===== config.mk =====
export PLATFORM = sky130hd
export DESIGN_NAME = brm_ram
export DESIGN_NICKNAME = d
export VERILOG_FILES = /design/src/brm_ram.sv
export SDC_FILE = /design/constraint.sdc
export NUM_CORES = 1
export LEC_CHECK = 0
export ABC_AREA = 1
export BUFFER_PORTS_ARGS = -buffer_cell sky130_fd_sc_hd__clkbuf_2
export CORE_MARGIN = 5
export CORE_UTILIZATION = 50
export DETAILED_ROUTE_END_ITERATION = 12
export MAX_ROUTING_LAYER = met4
export PLACE_DENSITY = 0.67
export SLEW_MARGIN = 10
export SYNTH_ARGS = -nofsm -noshare
export SYNTH_HDL_FRONTEND = slang
export SYNTH_SLANG_ARGS = --single-unit
export TNS_END_PERCENT = 30

===== constraint.sdc =====
create_clock -name clk -period 2.7 [get_ports clk]
set_input_delay 0.405 -clock clk [delete_from_list [all_inputs] [get_ports clk]]
set_output_delay 0.405 -clock clk [all_outputs]
set_load 0.1 [all_outputs]

===== src/brm_ram.sv =====
`timescale 1ns / 1ps
`default_nettype none
// ============================================================================
// brm_ram
// Single-port synchronous RAM with registered read data.
// ============================================================================
module brm_ram #(
    parameter int WIDTH = 8,
    parameter int DEPTH = 16
) (
    input  wire logic                     clk,
    input  wire logic                     we,
    input  wire logic [$clog2(DEPTH)-1:0] addr,
    input  wire logic [WIDTH-1:0]         wdata,
    output logic      [WIDTH-1:0]         rdata
);
    logic [WIDTH-1:0] mem [DEPTH];

    always_ff @(posedge clk)
    begin
        if (we)
        begin
            mem[addr] <= wdata;
        end
        rdata <= mem[addr];
    end
endmodule
`default_nettype wire


==> flow_metrics.tcl <==
set metrics [dict create \
    irDropWorstVdd_uv 433 \
    path_delay_family "buffers and inverters" \
    yosysMostFrequentCell "nand2_1" \
    synth.net_count 562 \
    maxSlewHeadroom_pct 54.4 \
    die_h_um 116 \
    sequentialPowerShare_pct 47.0 \
    clock_sinks 136 \
    die_area_mm2 0.0134 \
    htreeDepth 4 \
    cts_hold_buf 0 \
    async_flop_share_pct 0 \
    grt_max_degree 35 \
    fin_ws_ns 1.01 \
    initial_core_util_pct 51.4 \
    crit_required_ns 2.30 \
    drive_gt1_share_pct 9.71 \
    power.density_mw_per_mm2 788 \
    cp_max_fo 1 \
    p_sw_w 0.00113 \
    pre_cts_slack_ns 0.620 \
    synth_top_cells_by_count "nand2_1 (346), edfxtp_1 (128), inv_1 (21), nor2_1 (18), buf_2 (12)" \
    synth_flop_cell "edfxtp_1" \
    min_path_type "primary input to flop" \
    cts_buffers 17 \
    p_total_w 0.00505 \
    fmax_mhz 593 \
    wl_per_cell_um 16.0 \
    place_congestion 0.912 \
    reg2reg_to "rdata[7]" \
    dr.pass1.iters 6 \
    ant_nets 0 \
    synth_top_cell_area_share_pct 68.7 \
    startpoint_type "flop" \
    instances_no_fill 727 \
    synth_seq_cells 136 \
    clk_pin_slew_ns 0.06 \
    grt_pass1_vias 3524 \
    netlist_instances 548 \
    grt_first_pass_wirelength_mm 18.4 \
    first_iter_violations 312 \
    syn_avg_cell_area_um2 10.2 \
    wirelength_mm 11.6 \
    tightest_slew_ns 0.682 \
    synth_area_leaders "edfxtp_1 (69%), nand2_1 (23%), dfxtp_1 (2.9%), inv_1 (1.4%), nor2_1 (1.2%)" \
    timing.rr.start "mem[6][7]" \
    setup_tns_ns 0 \
    grt_usage_pct 19.4 \
    io_buffers 21 \
    insertion_delay_ns 0.51 \
    crit_type "flop to output pin" \
    slew_violations 0 \
    ff2ff_path_depth 8 \
    crit_slowest_cell "clkbuf_2" \
    drv_cap 0 \
    yosysUniqueCellTypes 11 \
    crit_path_end_kind "output pin" \
    dp.cells 696 \
    synth_edf_count 128 \
    p_leak_nw 2.75 \
    rows 38 \
    rsz0062_at_grt "no" \
    cts_tree "done" \
    vias 3681 \
    p_clk_share_pct 45.5 \
    fin_crit_sh_pct 62.4 \
    ios 22 \
    fin_crit_ns 1.69 \
    ys_seq_area_share_pct 71.6 \
    design.core.area_mm2 0.0109 \
    nets 589 \
    drc 0 \
    min_from "wdata[7]" \
    setup_violations 0 \
    cpPeakStageDelay_ns 0.45 \
    cp_cell_sequence "clkbuf_2" \
    swShare_pct 22.4 \
    internal_power_w 0.00392 \
    die_w_um 116 \
    crit_arrival_ns 1.28 \
    dpl.hpwl_mm 7.39 \
    antenna_found_initial 0 \
    status "finished, final reports clean" \
    whs_path_depth 1 \
    cts_setup_buffers 0 \
    combPwrFrac_pct 7.5 \
    postLayoutCoreUtil_pct 58.9 \
    detail_route.vias_per_cell 5.06 \
    syn2layout_area_growth_pct 14.7 \
    cts_max_path_buffers 2 \
    hold_end "mem[6][7]" \
    yosysWarnings 0 \
    yosysTopAreaCell "edfxtp_1" \
    fin_skew_ns 0.00572 \
    grt_overflow 0 \
    finalHoldViolCount 0 \
    root_buffer "clkbuf_8" \
    regToRegSetupSlack_ns 1.66 \
    ctsResizeCount 0 \
    diodes 0 \
    critPathBufInv 1 \
    synth_area_mm2 0.00559 \
]
worst max path at each step:
stage	start	to	slack, ns	cells past startpoint
finish	rdata[2]	rdata[2]	1.01	1
global placement	addr[1]	mem[13][4]	0.67	4
detailed placement	addr[1]	mem[5][4]	0.62	4
CTS	rdata[2]	rdata[2]	0.99	1
floorplan	addr[1]	mem[3][0]	0.92	4
global route	rdata[2]	rdata[2]	0.97	1
per-layer routing:
layer | global-route usage (%) | vias to the layer above | wire length (µm)
met4 | 7.19 | 0 | 183
li1 | - | 1808 | -
met1 | 24.7 | 1713 | 5010
met3 | 4.28 | 21 | 727
met5 | - | - | 0
met2 | 30.8 | 139 | 5700
area by class of cell:
cell class / instances / area (µm²)
Sequential cell: 136 / 4000
Inverter: 23 / 86.3
Multi-Input combinational cell: 368 / 1390
Clock inverter: 13 / 180
Tap cell: 140 / 175
Timing Repair Buffer: 29 / 165
Fill cell: 855 / 4470
Clock buffer: 18 / 418
worst reg2reg max path, cell delays in order (launching register included):
cell and delay, ns:
edfxtp_1 0.36, nand2_1 0.07, nand2_1 0.05, nand2_1 0.07, nand2_1 0.07, nand2_1 0.09
nand2_1 0.07, inv_1 0.05, nand2_1 0.08
layout by cell type, fill, tap and decap left out, drive strengths merged:
cell type,instances
bufinv,4
buf,8
nor2,18
clkbuf,39
nand2,346
nand3,4
clkinv,7
dfxtp,8
clkinvlp,3
edfxtp,128
inv,22
logic make-up after synthesis:
family                 share of synthesized area, %
flip-flops                                     71.6
AND/OR/NAND/NOR                                24.8
buffers and inverters                          3.62
metrics by stage:
stage                     hold WS, ns  area, µm²
after global routing            0.394       6410
after global placement          0.726       5820
after CTS                       0.388       6410
after detailed placement        0.721       5820
after floorplan                 0.504       5590
final                           0.408       6410
registers in the layout, indices dropped and copies added, names as in the netlist:
name   count
mem      128
rdata      8
power groups by stage:
| stage | clock (W) | combinational (W) | sequential, W |
|---|---|---|---|
| after detailed placement | 0 | 0.000379 | 0.00242 |
| after floorplan | 0 | 0.000163 | 0.00252 |
| final | 0.00230 | 0.000381 | 0.00237 |
| after CTS | 0.00232 | 0.000381 | 0.00237 |
| after global routing | 0.00244 | 0.000415 | 0.00238 |
| after global placement | 0 | 0.000377 | 0.00242 |
(Power assumes the default switching activity.)
