<file path="config.mk">
export PLATFORM = sky130hd
export DESIGN_NAME = brm_ctrl
export DESIGN_NICKNAME = d
export VERILOG_FILES = /design/src/brm_pkg.sv /design/src/brm_ctrl.sv
export SDC_FILE = /design/constraint.sdc
export NUM_CORES = 1
export LEC_CHECK = 0
export BUFFER_PORTS_ARGS = -buffer_cell sky130_fd_sc_hd__clkbuf_2
export CAP_MARGIN = 20
export CORE_MARGIN = 4
export CORE_UTILIZATION = 40
export DETAILED_ROUTE_END_ITERATION = 8
export GPL_TIMING_DRIVEN = 0
export PLACE_DENSITY = 0.56
export SYNTH_ARGS = -nofsm -noshare
export SYNTH_HDL_FRONTEND = slang
export SYNTH_SLANG_ARGS = --single-unit
</file>
<file path="constraint.sdc">
create_clock -name clk -period 6.4 [get_ports clk]
set_input_delay 1.28 -clock clk [delete_from_list [all_inputs] [get_ports clk]]
set_output_delay 1.28 -clock clk [all_outputs]
set_load 0.005 [all_outputs]
</file>
<file path="src/brm_pkg.sv">
`timescale 1ns / 1ps
`default_nettype none
// ============================================================================
// brm_pkg
// Types and constants shared by the bucketed range map files.
// ============================================================================
package brm_pkg;

    localparam int BUCKETS_DEF = 16;
    localparam int ENTRIES_DEF = 64;

    typedef logic [15:0] value_t;
    typedef logic [31:0] key_t;
    typedef logic [2:0]  status_t;

    localparam status_t ST_HIT       = 3'd0;
    localparam status_t ST_DEFAULT   = 3'd1;
    localparam status_t ST_ADDED     = 3'd2;
    localparam status_t ST_REPLACED  = 3'd3;
    localparam status_t ST_OVERLAP   = 3'd4;
    localparam status_t ST_FULL      = 3'd5;
    localparam status_t ST_BAD_RANGE = 3'd6;

    localparam logic CMD_LOOKUP = 1'b0;
    localparam logic CMD_ADD    = 1'b1;

    typedef enum logic [1:0] {
        KIND_INSERT,
        KIND_SPLIT,
        KIND_TRIM_START,
        KIND_TRIM_END
    } kind_t;

    typedef enum logic [3:0] {
        S_IDLE,
        S_LK_READ,
        S_LK_CHECK,
        S_SC_READ,
        S_SC_CHECK,
        S_SH_READ,
        S_SH_WRITE,
        S_FIX_READ,
        S_FIX_WAIT,
        S_FIX_WRITE,
        S_PUT,
        S_DONE
    } state_t;

    typedef struct packed {
        key_t   start;
        key_t   stop;
        value_t value;
    } entry_t;

endpackage
`default_nettype wire

</file>
<file path="src/brm_ctrl.sv">
`timescale 1ns / 1ps
`default_nettype none
// ============================================================================
// brm_ctrl
// Sequencer: scans, shifts and writes one bucket of the entry memory.
// ============================================================================
module brm_ctrl #(
    parameter int BUCKETS = brm_pkg::BUCKETS_DEF,
    parameter int ENTRIES = brm_pkg::ENTRIES_DEF,
    localparam int BW = (BUCKETS > 1) ? $clog2(BUCKETS) : 1,
    localparam int EW = $clog2(ENTRIES),
    localparam int FW = $clog2(ENTRIES + 1),
    localparam int AW = $clog2(BUCKETS * ENTRIES)
) (
    input  wire logic            clk,
    input  wire logic            rst_n,
    input  wire logic            in_valid,
    output logic                 in_ready,
    input  wire logic            in_cmd,
    input  wire logic [3:0]      in_bucket,
    input  wire brm_pkg::key_t   in_key,
    input  wire brm_pkg::key_t   in_end,
    input  wire brm_pkg::value_t in_value,
    input  wire brm_pkg::value_t fallback_value,
    output logic                 res_valid,
    input  wire logic            res_ready,
    output brm_pkg::value_t      res_value,
    output brm_pkg::status_t     res_status,
    output logic                 mem_we,
    output logic [AW-1:0]        mem_addr,
    output brm_pkg::entry_t      mem_wdata,
    input  wire brm_pkg::entry_t mem_rdata
);
    import brm_pkg::*;

    state_t          state_reg, state_next;
    logic [BW-1:0]   bkt_reg;
    key_t            s_reg, e_reg;
    value_t          v_reg, v_next;
    logic [FW-1:0]   i_reg, i_next;
    logic [FW-1:0]   idx_reg, idx_next;
    logic [FW-1:0]   fill_reg [BUCKETS];
    logic [FW-1:0]   fill;
    kind_t           kind_reg, kind_next;
    entry_t          fix_reg, fix_next;
    logic            res_valid_reg, res_valid_next;
    value_t          res_value_reg, res_value_next;
    status_t         res_status_reg, res_status_next;
    logic [1:0]      gap;
    logic            fill_we;
    logic [FW-1:0]   fill_wdata;
    logic [FW:0]     need_fill;
    logic [BW-1:0]   bkt_in;
    logic [BW-1:0]   wrap_lut [16];

    for (genvar k = 0; k < 16; k++)
    begin : g_wrap
        assign wrap_lut[k] = BW'(k % BUCKETS);
    end

    assign bkt_in = wrap_lut[in_bucket];

    assign fill = fill_reg[bkt_reg];
    assign gap  = (kind_reg == KIND_SPLIT) ? 2'd2 : 2'd1;
    assign need_fill = {1'b0, fill} + (FW+1)'(gap);

    function automatic logic [AW-1:0] addr_of(logic [BW-1:0] b, logic [FW-1:0] j);
        logic [AW+FW-1:0] a;
        begin
            a = (AW+FW)'(b) * (AW+FW)'(ENTRIES) + (AW+FW)'(j);
            addr_of = a[AW-1:0];
        end
    endfunction

    always_ff @(posedge clk or negedge rst_n)
    begin
        if (!rst_n)
        begin
            state_reg     <= S_IDLE;
            res_valid_reg <= 1'b0;
            for (int k = 0; k < BUCKETS; k++)
            begin
                fill_reg[k] <= '0;
            end
        end
        else
        begin
            state_reg     <= state_next;
            res_valid_reg <= res_valid_next;
            if (fill_we)
            begin
                fill_reg[bkt_reg] <= fill_wdata;
            end
        end
    end

    always_ff @(posedge clk)
    begin
        if (in_valid && in_ready)
        begin
            bkt_reg <= bkt_in;
            s_reg   <= in_key;
            e_reg   <= in_end;
        end
        v_reg          <= (in_valid && in_ready) ? in_value : v_next;
        i_reg          <= i_next;
        idx_reg        <= idx_next;
        kind_reg       <= kind_next;
        fix_reg        <= fix_next;
        res_value_reg  <= res_value_next;
        res_status_reg <= res_status_next;
    end

    always_comb
    begin
        state_next      = state_reg;
        v_next          = v_reg;
        i_next          = i_reg;
        idx_next        = idx_reg;
        kind_next       = kind_reg;
        fix_next        = fix_reg;
        res_valid_next  = res_valid_reg;
        res_value_next  = res_value_reg;
        res_status_next = res_status_reg;
        in_ready        = 1'b0;
        mem_we          = 1'b0;
        mem_addr        = addr_of(bkt_reg, i_reg);
        mem_wdata       = mem_rdata;
        fill_we         = 1'b0;
        fill_wdata      = need_fill[FW-1:0];
        if (res_valid_reg && res_ready)
        begin
            res_valid_next = 1'b0;
        end
        case (state_reg)
            S_IDLE:
            begin
                in_ready = !res_valid_reg || res_ready;
                if (in_valid && in_ready)
                begin
                    state_next = (in_cmd == CMD_ADD) ? S_SC_READ : S_LK_READ;
                    if (in_cmd == CMD_ADD)
                    begin
                        i_next = fill_reg[bkt_in];
                    end
                    else
                    begin
                        i_next = '0;
                    end
                    kind_next = KIND_INSERT;
                    idx_next  = '0;
                end
            end
            S_LK_READ:
            begin
                if (i_reg == fill)
                begin
                    res_value_next  = fallback_value;
                    res_status_next = ST_DEFAULT;
                    state_next      = S_DONE;
                end
                else
                begin
                    state_next = S_LK_CHECK;
                end
            end
            S_LK_CHECK:
            begin
                if (s_reg >= mem_rdata.start && s_reg <= mem_rdata.stop)
                begin
                    res_value_next  = mem_rdata.value;
                    res_status_next = ST_HIT;
                    state_next      = S_DONE;
                end
                else
                begin
                    i_next     = i_reg + 1'b1;
                    state_next = S_LK_READ;
                end
            end
            S_SC_READ:
            begin
                res_value_next = '0;
                if (s_reg > e_reg)
                begin
                    res_status_next = ST_BAD_RANGE;
                    state_next      = S_DONE;
                end
                else if (i_reg == '0)
                begin
                    state_next = S_FIX_READ;
                end
                else
                begin
                    i_next     = i_reg - 1'b1;
                    mem_addr   = addr_of(bkt_reg, i_reg - 1'b1);
                    state_next = S_SC_CHECK;
                end
            end
            S_SC_CHECK:
            begin
                fix_next = mem_rdata;
                idx_next = i_reg;
                state_next = S_FIX_READ;
                if (e_reg < mem_rdata.start)
                begin
                    state_next = S_SC_READ;
                end
                else if (s_reg > mem_rdata.stop)
                begin
                    kind_next = KIND_INSERT;
                    idx_next  = i_reg + 1'b1;
                end
                else if (s_reg == mem_rdata.start && e_reg == mem_rdata.stop)
                begin
                    mem_we          = 1'b1;
                    mem_wdata.value = v_reg;
                    res_status_next = ST_REPLACED;
                    state_next      = S_DONE;
                end
                else if (s_reg > mem_rdata.start && e_reg < mem_rdata.stop)
                begin
                    kind_next = KIND_SPLIT;
                end
                else if (s_reg == mem_rdata.start && e_reg < mem_rdata.stop)
                begin
                    kind_next = KIND_TRIM_START;
                end
                else if (s_reg > mem_rdata.start && e_reg == mem_rdata.stop)
                begin
                    kind_next = KIND_TRIM_END;
                end
                else
                begin
                    res_status_next = ST_OVERLAP;
                    state_next      = S_DONE;
                end
            end
            S_FIX_READ:
            begin
                if (need_fill > (FW+1)'(ENTRIES))
                begin
                    res_status_next = ST_FULL;
                    state_next      = S_DONE;
                end
                else
                begin
                    fill_we    = 1'b1;
                    i_next     = fill;
                    state_next = S_SH_READ;
                end
            end
            S_SH_READ:
            begin
                if (i_reg == idx_reg
                    + ((kind_reg == KIND_INSERT || kind_reg == KIND_TRIM_START)
                       ? FW'(0) : FW'(1)))
                begin
                    state_next = S_FIX_WRITE;
                end
                else
                begin
                    i_next     = i_reg - 1'b1;
                    mem_addr   = addr_of(bkt_reg, i_reg - 1'b1);
                    state_next = S_SH_WRITE;
                end
            end
            S_SH_WRITE:
            begin
                mem_we     = 1'b1;
                mem_addr   = addr_of(bkt_reg, i_reg + FW'(gap));
                state_next = S_SH_READ;
            end
            S_FIX_WRITE:
            begin
                mem_we     = 1'b1;
                state_next = S_PUT;
                case (kind_reg)
                    KIND_INSERT:
                    begin
                        mem_addr   = addr_of(bkt_reg, idx_reg);
                        mem_wdata  = '{start: s_reg, stop: e_reg, value: v_reg};
                        state_next = S_FIX_WAIT;
                    end
                    KIND_SPLIT:
                    begin
                        mem_addr  = addr_of(bkt_reg, idx_reg + FW'(2));
                        mem_wdata = '{start: e_reg + 1'b1, stop: fix_reg.stop,
                                      value: fix_reg.value};
                    end
                    KIND_TRIM_START:
                    begin
                        mem_addr  = addr_of(bkt_reg, idx_reg + FW'(1));
                        mem_wdata = '{start: e_reg + 1'b1, stop: fix_reg.stop,
                                      value: fix_reg.value};
                    end
                    default:
                    begin
                        mem_addr  = addr_of(bkt_reg, idx_reg);
                        mem_wdata = '{start: fix_reg.start, stop: s_reg - 1'b1,
                                      value: fix_reg.value};
                    end
                endcase
            end
            S_PUT:
            begin
                mem_we     = 1'b1;
                mem_wdata  = '{start: s_reg, stop: e_reg, value: v_reg};
                mem_addr   = addr_of(bkt_reg, idx_reg
                    + ((kind_reg == KIND_TRIM_START) ? FW'(0) : FW'(1)));
                state_next = S_FIX_WAIT;
                if (kind_reg == KIND_SPLIT)
                begin
                    kind_next = KIND_TRIM_END;
                    state_next = S_FIX_WRITE;
                end
            end
            S_FIX_WAIT:
            begin
                res_status_next = ST_ADDED;
                state_next      = S_DONE;
            end
            S_DONE:
            begin
                if (!res_valid_reg || res_ready)
                begin
                    res_valid_next = 1'b1;
                    state_next     = S_IDLE;
                end
            end
            default:
            begin
                state_next = S_IDLE;
            end
        endcase
    end

    assign res_valid  = res_valid_reg;
    assign res_value  = res_value_reg;
    assign res_status = res_status_reg;
endmodule
`default_nettype wire

</file>
==> flow_metrics.env <==
export IMPL_hold_path_class="flip-flop to flip-flop"
export IMPL_cts_max_path_buffers=3
export IMPL_synth_edff_count=199
export IMPL_n_fill_cell=5317
export IMPL_largest_register_ffs=112
export IMPL_synthCells=2215
export IMPL_clkTransAtPathRegs_ns=0.06
export IMPL_synth_top_area_share=0.259
export IMPL_gr_total_overflow=0
export IMPL_dr_pass1_iters=8
export IMPL_status="complete, no violations"
export IMPL_worst_slew_pin_slew_ns=1.22
export IMPL_dpl_hpwl_um=70200
export IMPL_cpMaxStageDelayCell="nor4_1"
export IMPL_area_growth_pct=17.4
export IMPL_dieArea_mm2=0.0616
export IMPL_dp_cells=3274
export IMPL_syn_cell_area_mm2=0.0231
export IMPL_ys_types=78
export IMPL_cts_sinks=316
export IMPL_grt_pass1_vias=20706
export IMPL_die_h_um=248
export IMPL_fmax_mhz=160
export IMPL_grt_total_usage=0.297
export IMPL_yosys_register_bits=316
export IMPL_design_core_area_mm2=0.0567
export IMPL_clkLatencyLatePin_ns=0.59
export IMPL_syn_nets=2587
export IMPL_rsz0062_at_grt="false"
export IMPL_cap_viol_max_count=0
export IMPL_p_per_area_mw_per_mm2=357
export IMPL_avgSynthCellArea_um2=10.4
export IMPL_finalSetupViolCount=0
export IMPL_diodes=0
export IMPL_ant_nets=0
export IMPL_fin_worst_skew_ns=0.0236
export IMPL_final_area_mm2=0.0271
export IMPL_antenna_found_initial=0
export IMPL_arrival_ns=4.96
export IMPL_path_class="input port to output pin"
export IMPL_wl_per_cell_um=27.9
export IMPL_max_vdd_ir_drop_mv=0.210
export IMPL_vias_per_cell=6.32
export IMPL_synth_area_leaders="edfxtp_1, dfrtp_1, ha_1"
export IMPL_synth_flop_cell="edfxtp_1"
export IMPL_io_pins=297
export IMPL_cts_tree="built"
export IMPL_vias=21235
export IMPL_place_area_mm2=0.0256
export IMPL_htree_levels=2
export IMPL_cp_end_kind="output pin"
export IMPL_drc=0
export IMPL_leakagePower_nw=11.3
export IMPL_crit_fanout=10
export IMPL_portBuffers=296
export IMPL_async_flop_share=0.370
export IMPL_num_rows=87
export IMPL_crit_path_start_kind="input port"
export IMPL_start_util=0.407
export IMPL_dieWidth_um=248
export IMPL_yosys_area_top_type="edfxtp_1"
export IMPL_ctsRootBufferMaster="clkbuf_16"
export IMPL_routed_wl_um=93900
export IMPL_cp_slowest_stage_delay_ns=0.82
export IMPL_finalMaxSlewViolations=0
export IMPL_cp_required_ns=5.12
export IMPL_grt_max_degree=100
export IMPL_grt_pass1_wl_um=137000
export IMPL_nNetsFinal=2941
export IMPL_synth_seq_area_share=0.386
export IMPL_yosysWarningCount=0
export IMPL_path_cells="clkbuf_2 > inv_1 > ha_1 > nand4_1 > nor4_1 > and2_1 > nand2_1 > nor2_1 > nand3_1 > clkbuf_1 > a21oi_1 > nor2_1 > a21oi_1 > clkbuf_2"
export IMPL_routabilityCongestion=0.989
export IMPL_finalHoldViolCount=0
export IMPL_max_slew_margin_rel=0.187
export IMPL_cts_buffers=41
export IMPL_drive_gt1_frac=0.217
export IMPL_drt_iter0_markers=2156
export IMPL_post_route_period_util=0.974
export IMPL_period_minus_slack_ns=6.24
export IMPL_final_cells=3358
==> per-stage QoR <==
stage | power [mW] | hold WS, ns | setup TNS, ns | setup slack [ns] | util
after floorplan | 5.41 | 0.467 | 0 | 0.998 | -
after global placement | 7.16 | 0.492 | -23.56 | -1.67 | 0.450
after detailed placement | 7.22 | 0.502 | 0 | 0.130 | 0.452
after CTS | 9.60 | 0.516 | 0 | 0.0743 | 0.476
after global routing | 10.2 | 0.534 | 0 | 0.0976 | 0.477
final | 9.68 | 0.517 | 0 | 0.164 | 0.477
==> logic make-up after synthesis <==
kind of cell	after synthesis	share of synthesized area
AO/OA/AOI/OAI	634	0.186
AND/OR/NAND/NOR	514	0.118
flip-flops	316	0.386
buffers and inverters	273	0.0472
multiplexers	191	0.122
adder cells (fa/ha/maj)	187	0.102
XOR/XNOR	100	0.0383
==> what timing repair did <==
action | in CTS | in global routing
setup buffers | 0 | 7
hold buffers | 0 | 0
hold endpoints to repair | 0 | 0
resized for setup | 0 | 7
setup endpoints to repair | 0 | 44
==> worst paths after layout <==
check | startpoint | endpoint | slack (ns) | cells after the start
worst max-delay path | mem_rdata[41] | mem_wdata[15] | 0.16 | 14
worst min-delay path | fill_reg[61]$_DFFE_PN0P_ | fill_reg[61]$_DFFE_PN0P_ | 0.52 | 1
worst max register to register | bkt_reg[3]$_DFFE_PP_ | fill_reg[18]$_DFFE_PN0P_ | 0.39 | 20
worst min register to register | fill_reg[61]$_DFFE_PN0P_ | fill_reg[61]$_DFFE_PN0P_ | 0.52 | 1
max in group asynchronous | rst_n | fill_reg[71]$_DFFE_PN0P_ | 5.08 | 2
min in group asynchronous | rst_n | fill_reg[74]$_DFFE_PN0P_ | 0.55 | 1
==> placed cells by master, fill, tap and decap left out, types with 28 or more instances in the layout <==
master     netlist  layout
dfrtp_1        117     117
a21oi_1        193     193
o21ai_0         94      94
xnor2_1         73      73
a221oi_1        65      65
mux2_2          77      77
a21o_1          36      36
clkbuf_1       106     114
clkbuf_16        0      42
nand2_1        146     146
a211oi_1        34      34
nand4_1         38      38
clkbuf_2         0     297
nor2_1         109     108
inv_1          137     136
nand3_1         46      46
mux2i_1         28      28
ha_1           185     185
nor3_1          47      47
edfxtp_1       199     199
mux4_2          56      56
==> critical path, delay by kind of cell <==
family                     cells  cell delay [ns]
AOI/OAI and AO/OA              2             0.39
adders and majority gates      1             0.31
buffers and inverters          4             0.82
and+or+nand+nor                7             2.14
==> power breakdown <==
part | switching, mW | total (mW) | internal [mW]
registers | 0.343 | 2.94 | 2.60
logic | 2.89 | 4.39 | 1.49
clock network | 0.977 | 2.35 | 1.37
==> layer usage <==
metal	wire [um]	up-vias	GRT usage
li1	-	9266	-
met1	39200	10537	0.404
met2	41200	1221	0.459
met3	9340	211	0.0657
met4	4090	0	0.124
met5	0	-	0
==> final cells by class <==
class / count / area, um^2 / area share
multi-input cells: 1626 / 13100 / 0.484
flip-flops and latches: 316 / 8900 / 0.329
repair buffers: 311 / 1690 / 0.0623
clock buffers: 55 / 1130 / 0.0417
well taps: 756 / 946 / 0.0349
plain buffers: 134 / 574 / 0.0212
inverters: 139 / 524 / 0.0194
clock inverters: 21 / 216 / 0.00800
==> cell usage after synthesis, types with 28 or more instances <==
library cell    n
ha_1          185
a21oi_1       193
a21o_1         36
dfrtp_1       117
xnor2_1        73
mux2i_1        28
nor2_1        109
a221oi_1       65
nand4_1        38
nor3_1         47
nand2_1       146
mux4_2         56
nand3_1        46
edfxtp_1      199
o21ai_0        94
inv_1         137
clkbuf_1      106
mux2_2         77
a211oi_1       34
No activity file was read; power rests on OpenSTA's default activity.
